## config.mk

```make
export PLATFORM = sky130hd
export DESIGN_NAME = int8_block_scaled_matvec
export DESIGN_NICKNAME = d
export VERILOG_FILES = /design/src/rtl/ibsm_pkg.sv /design/src/rtl/ibsm_front.sv /design/src/rtl/ibsm_queue.sv /design/src/rtl/ibsm_back.sv /design/src/rtl/int8_block_scaled_matvec.sv
export SDC_FILE = /design/constraint.sdc
export NUM_CORES = 2
export LEC_CHECK = 0
export BUFFER_PORTS_ARGS = -buffer_cell sky130_fd_sc_hd__buf_4
export CAP_MARGIN = 15
export CORE_AREA = 5 5 419 421
export DETAILED_ROUTE_END_ITERATION = 8
export DIE_AREA = 0 0 424 426
export PLACE_DENSITY_LB_ADDON = 0.08
export SLEW_MARGIN = 15
export SYNTH_ARGS = -nofsm -noshare
export SYNTH_HDL_FRONTEND = slang
export SYNTH_SLANG_ARGS = --single-unit
```

## constraint.sdc

```tcl
create_clock -name clk -period 17.56 [get_ports clk]
set_input_delay 0.878 -clock clk [delete_from_list [all_inputs] [get_ports clk]]
set_output_delay 0.878 -clock clk [all_outputs]
set_load 0.02 [all_outputs]
```

## src/rtl/ibsm_pkg.sv

```systemverilog
// shared types and constants of the block-scaled int8 matrix-vector engine
package ibsm_pkg;

  // fixed field widths
  localparam int WEIGHT_W = 8;
  localparam int ACT_W    = 16;
  localparam int SCALE_W  = 32;
  localparam int ROW_W    = 48;

  // block of 32 elements, exact product of one element and block sum widths
  localparam int BLOCK_LEN = 32;
  localparam int ELEM_W    = $clog2(BLOCK_LEN);
  localparam int ELPROD_W  = WEIGHT_W + ACT_W;
  localparam int BSUM_W    = ELPROD_W + ELEM_W;
  localparam int BPROD_W   = BSUM_W + SCALE_W;

  // configuration registers
  localparam int BPR_W      = 11;
  localparam int ROWCNT_W   = 16;
  localparam int CFG_IDX_W  = 1;
  localparam int CFG_DATA_W = 16;
  localparam logic [CFG_IDX_W-1:0] CFG_ROW_BLOCKS = 1'b0;
  localparam logic [CFG_IDX_W-1:0] CFG_ROW_COUNT  = 1'b1;

  // block queue between front and back
  localparam int QUEUE_DEPTH = 4;
  localparam int QPTR_W      = $clog2(QUEUE_DEPTH);

  // one finished block: its exact integer sum and the scale of its last element
  typedef struct packed {
    logic signed [BSUM_W-1:0]  block_sum;
    logic signed [SCALE_W-1:0] scale;
  } blk_entry_t;

  // queue status seen by the front and the back
  typedef struct packed {
    logic full;
    logic not_empty;
  } q_status_t;

endpackage

```

## src/rtl/ibsm_front.sv

```systemverilog
// front end: takes element transfers and sums each block's products exactly
module ibsm_front (
  input  logic                                    clk,
  input  logic                                    rst_n,
  input  logic                                    in_valid,
  output logic                                    in_stall,
  input  logic signed [ibsm_pkg::WEIGHT_W-1:0]    in_weight_code,
  input  logic signed [ibsm_pkg::ACT_W-1:0]       in_activation,
  input  logic signed [ibsm_pkg::SCALE_W-1:0]     in_block_scale,
  input  ibsm_pkg::q_status_t                     q_status,
  output logic                                    push,
  output ibsm_pkg::blk_entry_t                    push_entry
);

  logic [ibsm_pkg::ELEM_W-1:0]            elem_idx_r, elem_idx_nxt;
  logic signed [ibsm_pkg::BSUM_W-1:0]     block_sum_r, block_sum_nxt;
  logic signed [ibsm_pkg::ELPROD_W-1:0]   elem_prod;
  logic signed [ibsm_pkg::BSUM_W-1:0]     acc;
  logic                                   accept;
  logic                                   block_end;

  // hold off the source while the queue has no room
  assign in_stall = q_status.full;
  assign accept   = in_valid && !in_stall;

  // exact element product and running block sum
  assign elem_prod = in_weight_code * in_activation;
  assign acc = block_sum_r
             + {{(ibsm_pkg::BSUM_W - ibsm_pkg::ELPROD_W){elem_prod[ibsm_pkg::ELPROD_W-1]}},
                elem_prod};
  assign block_end = (elem_idx_r == ibsm_pkg::ELEM_W'(ibsm_pkg::BLOCK_LEN - 1));

  // finished block goes to the queue with the scale of its last element
  assign push                 = accept && block_end;
  assign push_entry.block_sum = acc;
  assign push_entry.scale     = in_block_scale;

  // element counter and block sum update
  always_comb begin
    elem_idx_nxt  = elem_idx_r;
    block_sum_nxt = block_sum_r;
    if (accept) begin
      if (block_end) begin
        elem_idx_nxt  = '0;
        block_sum_nxt = '0;
      end else begin
        elem_idx_nxt  = elem_idx_r + 1'b1;
        block_sum_nxt = acc;
      end
    end
  end

  always_ff @(posedge clk) begin
    if (!rst_n) begin
      elem_idx_r  <= '0;
      block_sum_r <= '0;
    end else begin
      elem_idx_r  <= elem_idx_nxt;
      block_sum_r <= block_sum_nxt;
    end
  end

endmodule

```

## src/rtl/ibsm_queue.sv

```systemverilog
// short queue of finished blocks between front and back
module ibsm_queue (
  input  logic                  clk,
  input  logic                  rst_n,
  input  logic                  push,
  input  ibsm_pkg::blk_entry_t  push_entry,
  input  logic                  pop,
  output ibsm_pkg::blk_entry_t  head,
  output ibsm_pkg::q_status_t   status
);

  ibsm_pkg::blk_entry_t         mem [ibsm_pkg::QUEUE_DEPTH];
  logic [ibsm_pkg::QPTR_W-1:0]  wr_ptr_r, wr_ptr_nxt;
  logic [ibsm_pkg::QPTR_W-1:0]  rd_ptr_r, rd_ptr_nxt;
  logic [ibsm_pkg::QPTR_W:0]    count_r, count_nxt;

  assign status.full      = (count_r == (ibsm_pkg::QPTR_W+1)'(ibsm_pkg::QUEUE_DEPTH));
  assign status.not_empty = (count_r != '0);
  assign head             = mem[rd_ptr_r];

  // entry storage
  always_ff @(posedge clk) begin
    if (push) begin
      mem[wr_ptr_r] <= push_entry;
    end
  end

  // pointer and fill count update
  always_comb begin
    wr_ptr_nxt = push ? wr_ptr_r + 1'b1 : wr_ptr_r;
    rd_ptr_nxt = pop ? rd_ptr_r + 1'b1 : rd_ptr_r;
    count_nxt  = count_r;
    priority if (push && !pop) begin
      count_nxt = count_r + 1'b1;
    end else if (pop && !push) begin
      count_nxt = count_r - 1'b1;
    end
  end

  always_ff @(posedge clk) begin
    if (!rst_n) begin
      wr_ptr_r <= '0;
      rd_ptr_r <= '0;
      count_r  <= '0;
    end else begin
      wr_ptr_r <= wr_ptr_nxt;
      rd_ptr_r <= rd_ptr_nxt;
      count_r  <= count_nxt;
    end
  end

endmodule

```

## src/rtl/ibsm_back.sv

```systemverilog
// back end: scales each block, accumulates the row and emits row results
module ibsm_back #(
  parameter int MAX_ROW_BLOCKS  = 1024,
  parameter int SCALE_FRAC_BITS = 24
) (
  input  logic                                   clk,
  input  logic                                   rst_n,
  input  logic [ibsm_pkg::BPR_W-1:0]             row_blocks,
  input  logic [ibsm_pkg::ROWCNT_W-1:0]          row_count,
  input  ibsm_pkg::q_status_t                    q_status,
  input  ibsm_pkg::blk_entry_t                   head,
  output logic                                   pop,
  output logic                                   out_valid,
  input  logic                                   out_stall,
  output logic signed [ibsm_pkg::ROW_W-1:0]      out_row_value,
  output logic                                   out_saturated,
  output logic                                   out_last_row
);

  localparam int BIDX_W = (MAX_ROW_BLOCKS > 1) ? $clog2(MAX_ROW_BLOCKS) : 1;
  localparam int NBLK_W = (BIDX_W + 1 > ibsm_pkg::BPR_W + 1) ? BIDX_W + 1
                                                              : ibsm_pkg::BPR_W + 1;
  localparam int MAXB_W = $clog2(MAX_ROW_BLOCKS + 1);
  localparam int SUM_W  = ibsm_pkg::BPROD_W + 1;
  localparam int RW     = ibsm_pkg::ROW_W;
  localparam logic [MAXB_W-1:0] MAXB = MAXB_W'(MAX_ROW_BLOCKS);
  localparam logic signed [SUM_W-1:0] ROW_MAX =
    {{(SUM_W - RW + 1){1'b0}}, {(RW - 1){1'b1}}};
  localparam logic signed [SUM_W-1:0] ROW_MIN =
    {{(SUM_W - RW + 1){1'b1}}, {(RW - 1){1'b0}}};

  logic                                   mul_valid_r;
  logic signed [ibsm_pkg::BPROD_W-1:0]    prod_r;
  logic signed [ibsm_pkg::BPROD_W-1:0]    blk_prod;
  logic signed [ibsm_pkg::BPROD_W-1:0]    term;
  logic signed [SUM_W-1:0]                sum;
  logic signed [RW-1:0]                   clamped;
  logic                                   clip_now;
  logic signed [RW-1:0]                   row_sum_r, row_sum_nxt;
  logic                                   clip_r, clip_nxt;
  logic [BIDX_W-1:0]                      blk_idx_r, blk_idx_nxt;
  logic [ibsm_pkg::ROWCNT_W-1:0]          row_idx_r, row_idx_nxt;
  logic [ibsm_pkg::ROWCNT_W-1:0]          last_row_idx;
  logic [NBLK_W-1:0]                      nblk;
  logic                                   row_end;
  logic                                   is_last;
  logic                                   s1_adv;
  logic                                   s2_go;
  logic                                   out_valid_r, out_valid_nxt;
  logic signed [RW-1:0]                   out_row_value_r;
  logic                                   out_saturated_r;
  logic                                   out_last_row_r;

  // stage handshakes: accumulate unless a held result blocks the output
  assign s2_go  = mul_valid_r && !(out_valid_r && out_stall);
  assign s1_adv = !mul_valid_r || s2_go;
  assign pop    = q_status.not_empty && s1_adv;

  // stage 1: block sum times block scale
  assign blk_prod = head.block_sum * head.scale;

  always_ff @(posedge clk) begin
    if (!rst_n) begin
      mul_valid_r <= 1'b0;
    end else if (s1_adv) begin
      mul_valid_r <= q_status.not_empty;
    end
  end

  always_ff @(posedge clk) begin
    if (pop) begin
      prod_r <= blk_prod;
    end
  end

  // stage 2: floor shift, add to row sum and clamp to 48 bits
  assign term = prod_r >>> SCALE_FRAC_BITS;
  assign sum  = SUM_W'(row_sum_r) + SUM_W'(term);

  always_comb begin
    clamped  = sum[RW-1:0];
    clip_now = 1'b0;
    priority if (sum > ROW_MAX) begin
      clamped  = ROW_MAX[RW-1:0];
      clip_now = 1'b1;
    end else if (sum < ROW_MIN) begin
      clamped  = ROW_MIN[RW-1:0];
      clip_now = 1'b1;
    end
  end

  // effective blocks per row: zero acts as one, capped at the maximum
  always_comb begin
    nblk = NBLK_W'(row_blocks);
    priority if (row_blocks == '0) begin
      nblk = NBLK_W'(1);
    end else if (NBLK_W'(row_blocks) > NBLK_W'(MAXB)) begin
      nblk = NBLK_W'(MAXB);
    end
  end

  assign row_end      = (NBLK_W'(blk_idx_r) + NBLK_W'(1)) >= nblk;
  assign last_row_idx = row_count - 1'b1;
  assign is_last      = (row_idx_r >= last_row_idx);

  // row state and block / row counters
  always_comb begin
    row_sum_nxt = row_sum_r;
    clip_nxt    = clip_r;
    blk_idx_nxt = blk_idx_r;
    row_idx_nxt = row_idx_r;
    if (s2_go) begin
      if (row_end) begin
        row_sum_nxt = '0;
        clip_nxt    = 1'b0;
        blk_idx_nxt = '0;
        row_idx_nxt = is_last ? '0 : row_idx_r + 1'b1;
      end else begin
        row_sum_nxt = clamped;
        clip_nxt    = clip_r || clip_now;
        blk_idx_nxt = blk_idx_r + 1'b1;
      end
    end
  end

  always_ff @(posedge clk) begin
    if (!rst_n) begin
      row_sum_r <= '0;
      clip_r    <= 1'b0;
      blk_idx_r <= '0;
      row_idx_r <= '0;
    end else begin
      row_sum_r <= row_sum_nxt;
      clip_r    <= clip_nxt;
      blk_idx_r <= blk_idx_nxt;
      row_idx_r <= row_idx_nxt;
    end
  end

  // output register: loaded at row end, cleared on transfer
  always_comb begin
    out_valid_nxt = out_valid_r && out_stall;
    if (s2_go && row_end) begin
      out_valid_nxt = 1'b1;
    end
  end

  always_ff @(posedge clk) begin
    if (!rst_n) begin
      out_valid_r <= 1'b0;
    end else begin
      out_valid_r <= out_valid_nxt;
    end
  end

  always_ff @(posedge clk) begin
    if (s2_go && row_end) begin
      out_row_value_r <= clamped;
      out_saturated_r <= clip_r || clip_now;
      out_last_row_r  <= is_last;
    end
  end

  assign out_valid     = out_valid_r;
  assign out_row_value = out_row_value_r;
  assign out_saturated = out_saturated_r;
  assign out_last_row  = out_last_row_r;

endmodule

```

## src/rtl/int8_block_scaled_matvec.sv

```systemverilog
// top level of the block-scaled int8 matrix-vector engine
//
// Input channel: one element per transfer (in_weight_code, in_activation,
// in_block_scale); 32 transfers make one block, and only the scale given
// with a block's last element is used. Output channel: one transfer per row
// (out_row_value Q47.0 saturated to 48 bits, out_saturated, out_last_row).
// Both channels move a transfer when valid is high and stall is low.
// Configuration: cfg_we writes cfg_wdata to register cfg_index
// (blocks in a row or row count); write only while the engine is idle.
// Throughput: one element per cycle while in_stall is low. Finished blocks
// wait in a four-entry queue; a back end multiplies one block per cycle by
// its scale and adds it to the row sum unless a held result blocks it. Row
// results go from the queue via the product and output registers. While
// out_stall holds a result the queue fills; in_stall rises only when full.
// Reset (rst_n low, synchronous) empties queue and pipeline, clears all
// counters and sums, and sets both registers to one.
module int8_block_scaled_matvec #(
  parameter int MAX_ROW_BLOCKS  = 1024,
  parameter int SCALE_FRAC_BITS = 24
) (
  input  logic                                  clk,
  input  logic                                  rst_n,
  input  logic                                  cfg_we,
  input  logic [ibsm_pkg::CFG_IDX_W-1:0]        cfg_index,
  input  logic [ibsm_pkg::CFG_DATA_W-1:0]       cfg_wdata,
  input  logic                                  in_valid,
  output logic                                  in_stall,
  input  logic signed [ibsm_pkg::WEIGHT_W-1:0]  in_weight_code,
  input  logic signed [ibsm_pkg::ACT_W-1:0]     in_activation,
  input  logic signed [ibsm_pkg::SCALE_W-1:0]   in_block_scale,
  output logic                                  out_valid,
  input  logic                                  out_stall,
  output logic signed [ibsm_pkg::ROW_W-1:0]     out_row_value,
  output logic                                  out_saturated,
  output logic                                  out_last_row
);

  logic [ibsm_pkg::BPR_W-1:0]    row_blocks_r;
  logic [ibsm_pkg::ROWCNT_W-1:0] row_count_r;
  ibsm_pkg::q_status_t           q_status;
  ibsm_pkg::blk_entry_t          push_entry;
  ibsm_pkg::blk_entry_t          head;
  logic                          push;
  logic                          pop;

  // configuration registers
  always_ff @(posedge clk) begin
    if (!rst_n) begin
      row_blocks_r <= ibsm_pkg::BPR_W'(1);
      row_count_r  <= ibsm_pkg::ROWCNT_W'(1);
    end else if (cfg_we) begin
      unique case (cfg_index)
        ibsm_pkg::CFG_ROW_BLOCKS: begin
          row_blocks_r <= cfg_wdata[ibsm_pkg::BPR_W-1:0];
        end
        ibsm_pkg::CFG_ROW_COUNT: begin
          row_count_r <= cfg_wdata[ibsm_pkg::ROWCNT_W-1:0];
        end
      endcase
    end
  end

  // element intake and block summing
  ibsm_front u_front (
    .clk            (clk),
    .rst_n          (rst_n),
    .in_valid       (in_valid),
    .in_stall       (in_stall),
    .in_weight_code (in_weight_code),
    .in_activation  (in_activation),
    .in_block_scale (in_block_scale),
    .q_status       (q_status),
    .push           (push),
    .push_entry     (push_entry)
  );

  // finished blocks waiting for the back end
  ibsm_queue u_queue (
    .clk        (clk),
    .rst_n      (rst_n),
    .push       (push),
    .push_entry (push_entry),
    .pop        (pop),
    .head       (head),
    .status     (q_status)
  );

  // scaling, row accumulation and result output
  ibsm_back #(
    .MAX_ROW_BLOCKS  (MAX_ROW_BLOCKS),
    .SCALE_FRAC_BITS (SCALE_FRAC_BITS)
  ) u_back (
    .clk            (clk),
    .rst_n          (rst_n),
    .row_blocks     (row_blocks_r),
    .row_count      (row_count_r),
    .q_status       (q_status),
    .head           (head),
    .pop            (pop),
    .out_valid      (out_valid),
    .out_stall      (out_stall),
    .out_row_value  (out_row_value),
    .out_saturated  (out_saturated),
    .out_last_row   (out_last_row)
  );

endmodule

```

* Word level (Yosys, flattened, before mapping)
Memories as Yosys holds them, arrays and structs flattened. A register that Yosys moved wholly into a read port is not among the register bits.
Index checks and enable logic that the tools add are counted.
** Cells by class
- $add $sub $neg :: 11
- Multiply operators :: 2
- Divide/modulo/power cells :: 0
- Order comparisons :: 5
- Equality and inequality tests :: 2
- Shifts and indexed selects :: 0
- Multiplexer cells :: 19
- Bitwise logic cells :: 1
- Reduce and logical (&&, ||, !) cells :: 21
** Operators by type and width (count)
- $mux W48 :: 3
- $gt A62 B48 Y1 const B :: 1
- $lt A62 B48 Y1 const B :: 1
- $mul A29 B32 Y61 :: 1
- $add A48 B37 Y49 :: 1
- $add A29 B29 Y29 :: 1
- $mux W29 :: 1
- $mul A8 B16 Y24 :: 1
- $add A16 B1 Y16 const B :: 1
- $ge A16 B16 Y1 :: 1
- $mux W16 :: 1
- $sub A16 B1 Y16 const B :: 1
- $ge A12 B12 Y1 :: 1
- $mux W12 :: 1
- $add A10 B1 Y11 const B :: 1
- $gt A11 B11 Y1 const B :: 1
- $logic_not A11 Y1 :: 1
- $mux W11 :: 1
- $add A10 B1 Y10 const B :: 1
- $mux W10 :: 1
- $logic_and A1 B1 Y1 :: 8
- $mux W1 :: 6
- $mux W3 :: 2
- $reduce_and A2 Y1 :: 3
- 13 further kinds :: 20
** Storage, ports and cells
- Register bits :: 256
- Bits in latches :: 0
- Memory bits (writable) :: 244
- Bits in read-only memories :: 0
- Bits of input ports :: 78
- Output and inout bits :: 52
- Word-level logic and storage cells :: 79
- Memories kept :: 1
** Memories
- u_queue.mem :: words 4, width 61, rd ports 1, clocked after Yosys merged registers in 1, wr ports 1, line ibsm_queue.sv:12 : ibsm_pkg::blk_entry_t mem [ibsm_pkg::QUEUE_DEPTH];

* Longest topological paths before layout
- Word-level depth :: 8
- Gate-level depth with buffers :: 36
- Mapped depth without buffers :: 31

* Modules after synthesis
A second synthesis with hierarchy kept.
** Unflattened totals
- Cell total of the unflattened synthesis :: 5979
- Area total of the unflattened synthesis :: 60780.8 um2
** Modules (own cells, without submodules)
- ibsm_back :: times used 1, cells an instance 4621, area an instance 42883.6 um2, seq. area each 4154.0 um2
- ibsm_queue :: times used 1, cells an instance 362, area an instance 9316.4 um2, seq. area each 7507.2 um2
- ibsm_front :: times used 1, cells an instance 886, area an instance 7533.5 um2, seq. area each 680.7 um2
- int8_block_scaled_matvec :: times used 1, cells an instance 110, area an instance 1047.3 um2, seq. area each 540.5 um2

* Worst setup path before layout
No wires, ideal clock.
- Kind :: register to register
- From :: register (tool-made name)
- To :: register u_back.prod_r[47] (netlist name) (data pin)
- Library setup time :: 0.256 ns
- Arrival time :: 8.951 ns
- Data required time :: 17.304 ns
- Slack :: 8.353 ns
- Stages on the path, launching flop included :: 33
- Buffers on the path :: 5
- Period minus slack after synthesis :: 9.207 ns
- Cells stage by stage :: dfxtp_1 buf_6 buf_2 buf_1 buf_1 mux2i_1 nand2_1 o21ai_1 clkbuf_1 nor2_1 fa_1 fa_1 fa_1 inv_1 fa_1 inv_1 fa_1 fa_1 fa_1 inv_1 fa_1 inv_1 ha_1 nand4_1 or3_1 nor4b_1 a211o_1 nor4b_2 o31ai_1 a221o_1 nand3_1 mux2i_1 nor2_1
** RTL lines
- end signal, assigned :: line ibsm_back.sv:72 : prod_r <= blk_prod;
- end, declared :: line ibsm_back.sv:33 : logic signed [ibsm_pkg::BPROD_W-1:0] prod_r;

==> results_dict.tcl <==
set metrics [dict create \
    grt_remaining_overflow 0 \
    clkLatencyLatePin_ns 0.67 \
    hold_buffers 0 \
    synth_cells 6036 \
    wl_met2_um 83400 \
    timing.rr.end "u_back.prod_r[47]" \
    slowest_delay_ns 0.75 \
    critical_path_depth 29 \
    cp_num_buf_inv 7 \
    ys_types 88 \
    grt_use_total_pct 21.0 \
    worstPathMaxFanout 35 \
    setup_viol 0 \
    rows 152 \
    cts-buffers-inserted 59 \
    synth_nets 7532 \
    grt_pass1_vias 44500 \
    maxCapViolations 0 \
    skew_ns 0.0305 \
    post-route-min-period_ns 11.14 \
    ant_nets 0 \
    clock_sinks 478 \
    vias_per_cell 4.99 \
    final_common_cell "inv_1" \
    highest_layer "met5" \
    setup_tns_ns 0 \
    cp_top_family "adder cells" \
    syn2layout_area_growth_pct 9.87 \
    crit_end "u_back.prod_r[47]" \
    grt_antenna_before_repair 3 \
    fin_nets 7577 \
    clockRootBuffer "clkbuf_16" \
    synthesis.area_sq_um 59400 \
    wl_per_cell_um 22.5 \
    vias 41700 \
    hpwl_um 143000 \
    synth-edff-count 331 \
    layout_common_cells "inv_1 (1,119), fa_1 (1,087), nand2_1 (707)" \
    path_clk_slew_ns 0.06 \
    drive_gt1_share_pct 7.81 \
    syn_avg_cell_area_sq_um 9.85 \
    ys_async_sr_fraction_pct 0 \
    ys_seq_elements 478 \
    fmax_mhz 89.8 \
    cp_common_cell "fa_1" \
    placed_cells 8252 \
    critPathSlowestCell "o21ai_4" \
    critPathLaunchType "flip-flop" \
    cts_tree "yes" \
    maxSlewViolCount 0 \
    die-area_sq_um 181000 \
    post_cts_buffers 0 \
    fin_cells 8365 \
    worstPathArrival_ns 11.54 \
    rrSetupSlack_ns 6.42 \
    die_w_um 424 \
    min_path_type "input pin to flip-flop" \
    yosysSeqAreaShare_pct 21.7 \
    grt_start_max_net_pins 64 \
    worstPathRequired_ns 17.96 \
    place_congestion 0.873 \
    rr_worst_depth 29 \
    chipHeight_um 426 \
    finalHoldViolations 0 \
    io_pins 130 \
    dr_wl_met3_um 12200 \
    grt_pass1_wl_um 286000 \
    start_util_pct 34.8 \
    path_class "flip-flop to flip-flop" \
    synth.largest_area_cell "fa_1" \
    timing.slew.headroom_pct 22.6 \
    first_pass_iters 6 \
    core_area_sq_um 171000 \
    synth.area.top_cells "fa_1 (37%), edfxtp_1 (17%), inv_1 (7.1%)" \
    synth_top_area_share_pct 36.6 \
    numPortBuffers 129 \
    met1Wirelength_um 88200 \
    rsz0062_at_grt "no" \
    endpoint_kind "flip-flop" \
    cts_max_path_buffers 3 \
    yosysWarnings 0 \
    drt-total-wl_um 188000 \
    drt-initial-drc-count 2558 \
    post-route-period-util_pct 63.4 \
    drcViolationCount 0 \
    status "finished, final reports clean" \
    tightest_slew_ns 1.15 \
    h-tree-depth 2 \
    synth_top_flop_cell "edfxtp_1" \
    cts_resized 0 \
]
[routing by layer]
layer	vias to the layer above	track usage, %
li1	18900	-
met1	21400	30.5
met2	1139	33.1
met3	222	3.71
met4	2	4.34
met5	-	0
[cells in the mapped netlist, drive strengths merged (11+ instances only)]
cell,number
and3,27
or2,11
a31oi,13
a22oi,30
xnor2,119
nand3,44
a211oi,15
nor2,610
inv,1120
clkbuf,221
nand2,708
mux2i,62
dfxtp,147
a21o,88
buf,36
mux4,11
edfxtp,331
nor4,14
fa,1087
o21a,64
o21bai,19
nor3,26
xor2,60
o21ai,186
or3,13
mux2,54
ha,331
a21boi,39
nand2b,41
maj3,35
a21oi,151
nor2b,56
nand4,22
o211ai,14
and2,136
[state kept, by name, indices dropped and copies added (netlist names), named ones only]
name and count:
row_blocks_r 11, row_count_r 16, u_back.blk_idx_r 10, u_back.clip_r 1, u_back.mul_valid_r 1, u_back.out_last_row 1, u_back.out_row_value 48, u_back.out_saturated 1
u_back.out_valid 1, u_back.prod_r 37, u_back.row_idx_r 16, u_back.row_sum_r 48, u_front.block_sum_r 29, u_front.elem_idx_r 5, u_queue.count_r 3, u_queue.mem 244
u_queue.rd_ptr_r 2, u_queue.wr_ptr_r 2
[per-stage QoR]
| stage | hold WS, ns | setup WS [ns] | util (%) | instance area, sq um |
|---|---|---|---|---|
| CTS | 0.364 | 6.27 | 38.2 | 65300 |
| global route | 0.381 | 5.81 | 38.2 | 65300 |
| global placement | 0.444 | 6.32 | 37.0 | 63200 |
| floorplan | 0.431 | 8.35 | - | 59400 |
| finish | 0.419 | 6.42 | 38.2 | 65300 |
| detailed placement | 0.450 | 6.33 | 37.0 | 63200 |
[cells by family after synthesis]
kind of cell               Yosys count  synth area share, %
xor gates and xnor gates           180                 2.69
adders and majority gates         1453                 44.2
buffers and inverters             1378                 8.75
muxes                              127                 2.48
AOI/OAI and AO/OA                  691                 7.63
DFF                                478                 21.7
and+or+nand+nor                   1729                 12.6
[layout make-up]
class,instances,area [sq um]
fill,17200,106000
multi-input combinational,4180,41500
sequential,478,12900
inverter,1121,4210
tap,2233,2790
timing repair buffer,241,1820
clock buffer,79,1700
clock inverter,32,338
antenna,1,2.50
[worst min path at each step]
stage,from,to,slack (ns),cells after the start
after floorplan,u_back.row_sum_r[29],u_back.row_sum_r[29],0.43,2
after global placement,u_back.row_sum_r[35],u_back.row_sum_r[35],0.44,2
after detailed placement,u_back.row_sum_r[35],u_back.row_sum_r[35],0.45,2
after CTS,in_block_scale[30],u_queue.mem[1][30],0.36,1
after global routing,in_block_scale[6],u_queue.mem[2][6],0.38,1
final,in_block_scale[30],u_queue.mem[1][30],0.42,1
[worst reg2reg max path: cells and delay by family (launching register included)]
kind	cells	cell delay (ns)
muxes	2	0.65
adders and majority gates	9	4.36
AOI/OAI and AO/OA	4	2.00
DFF	1	0.60
and+or+nand+nor	7	1.36
buffers and inverters	7	1.91
Power is not shown: default switching activity piles up to over one toggle a cycle in this logic, so the estimate is an artifact.
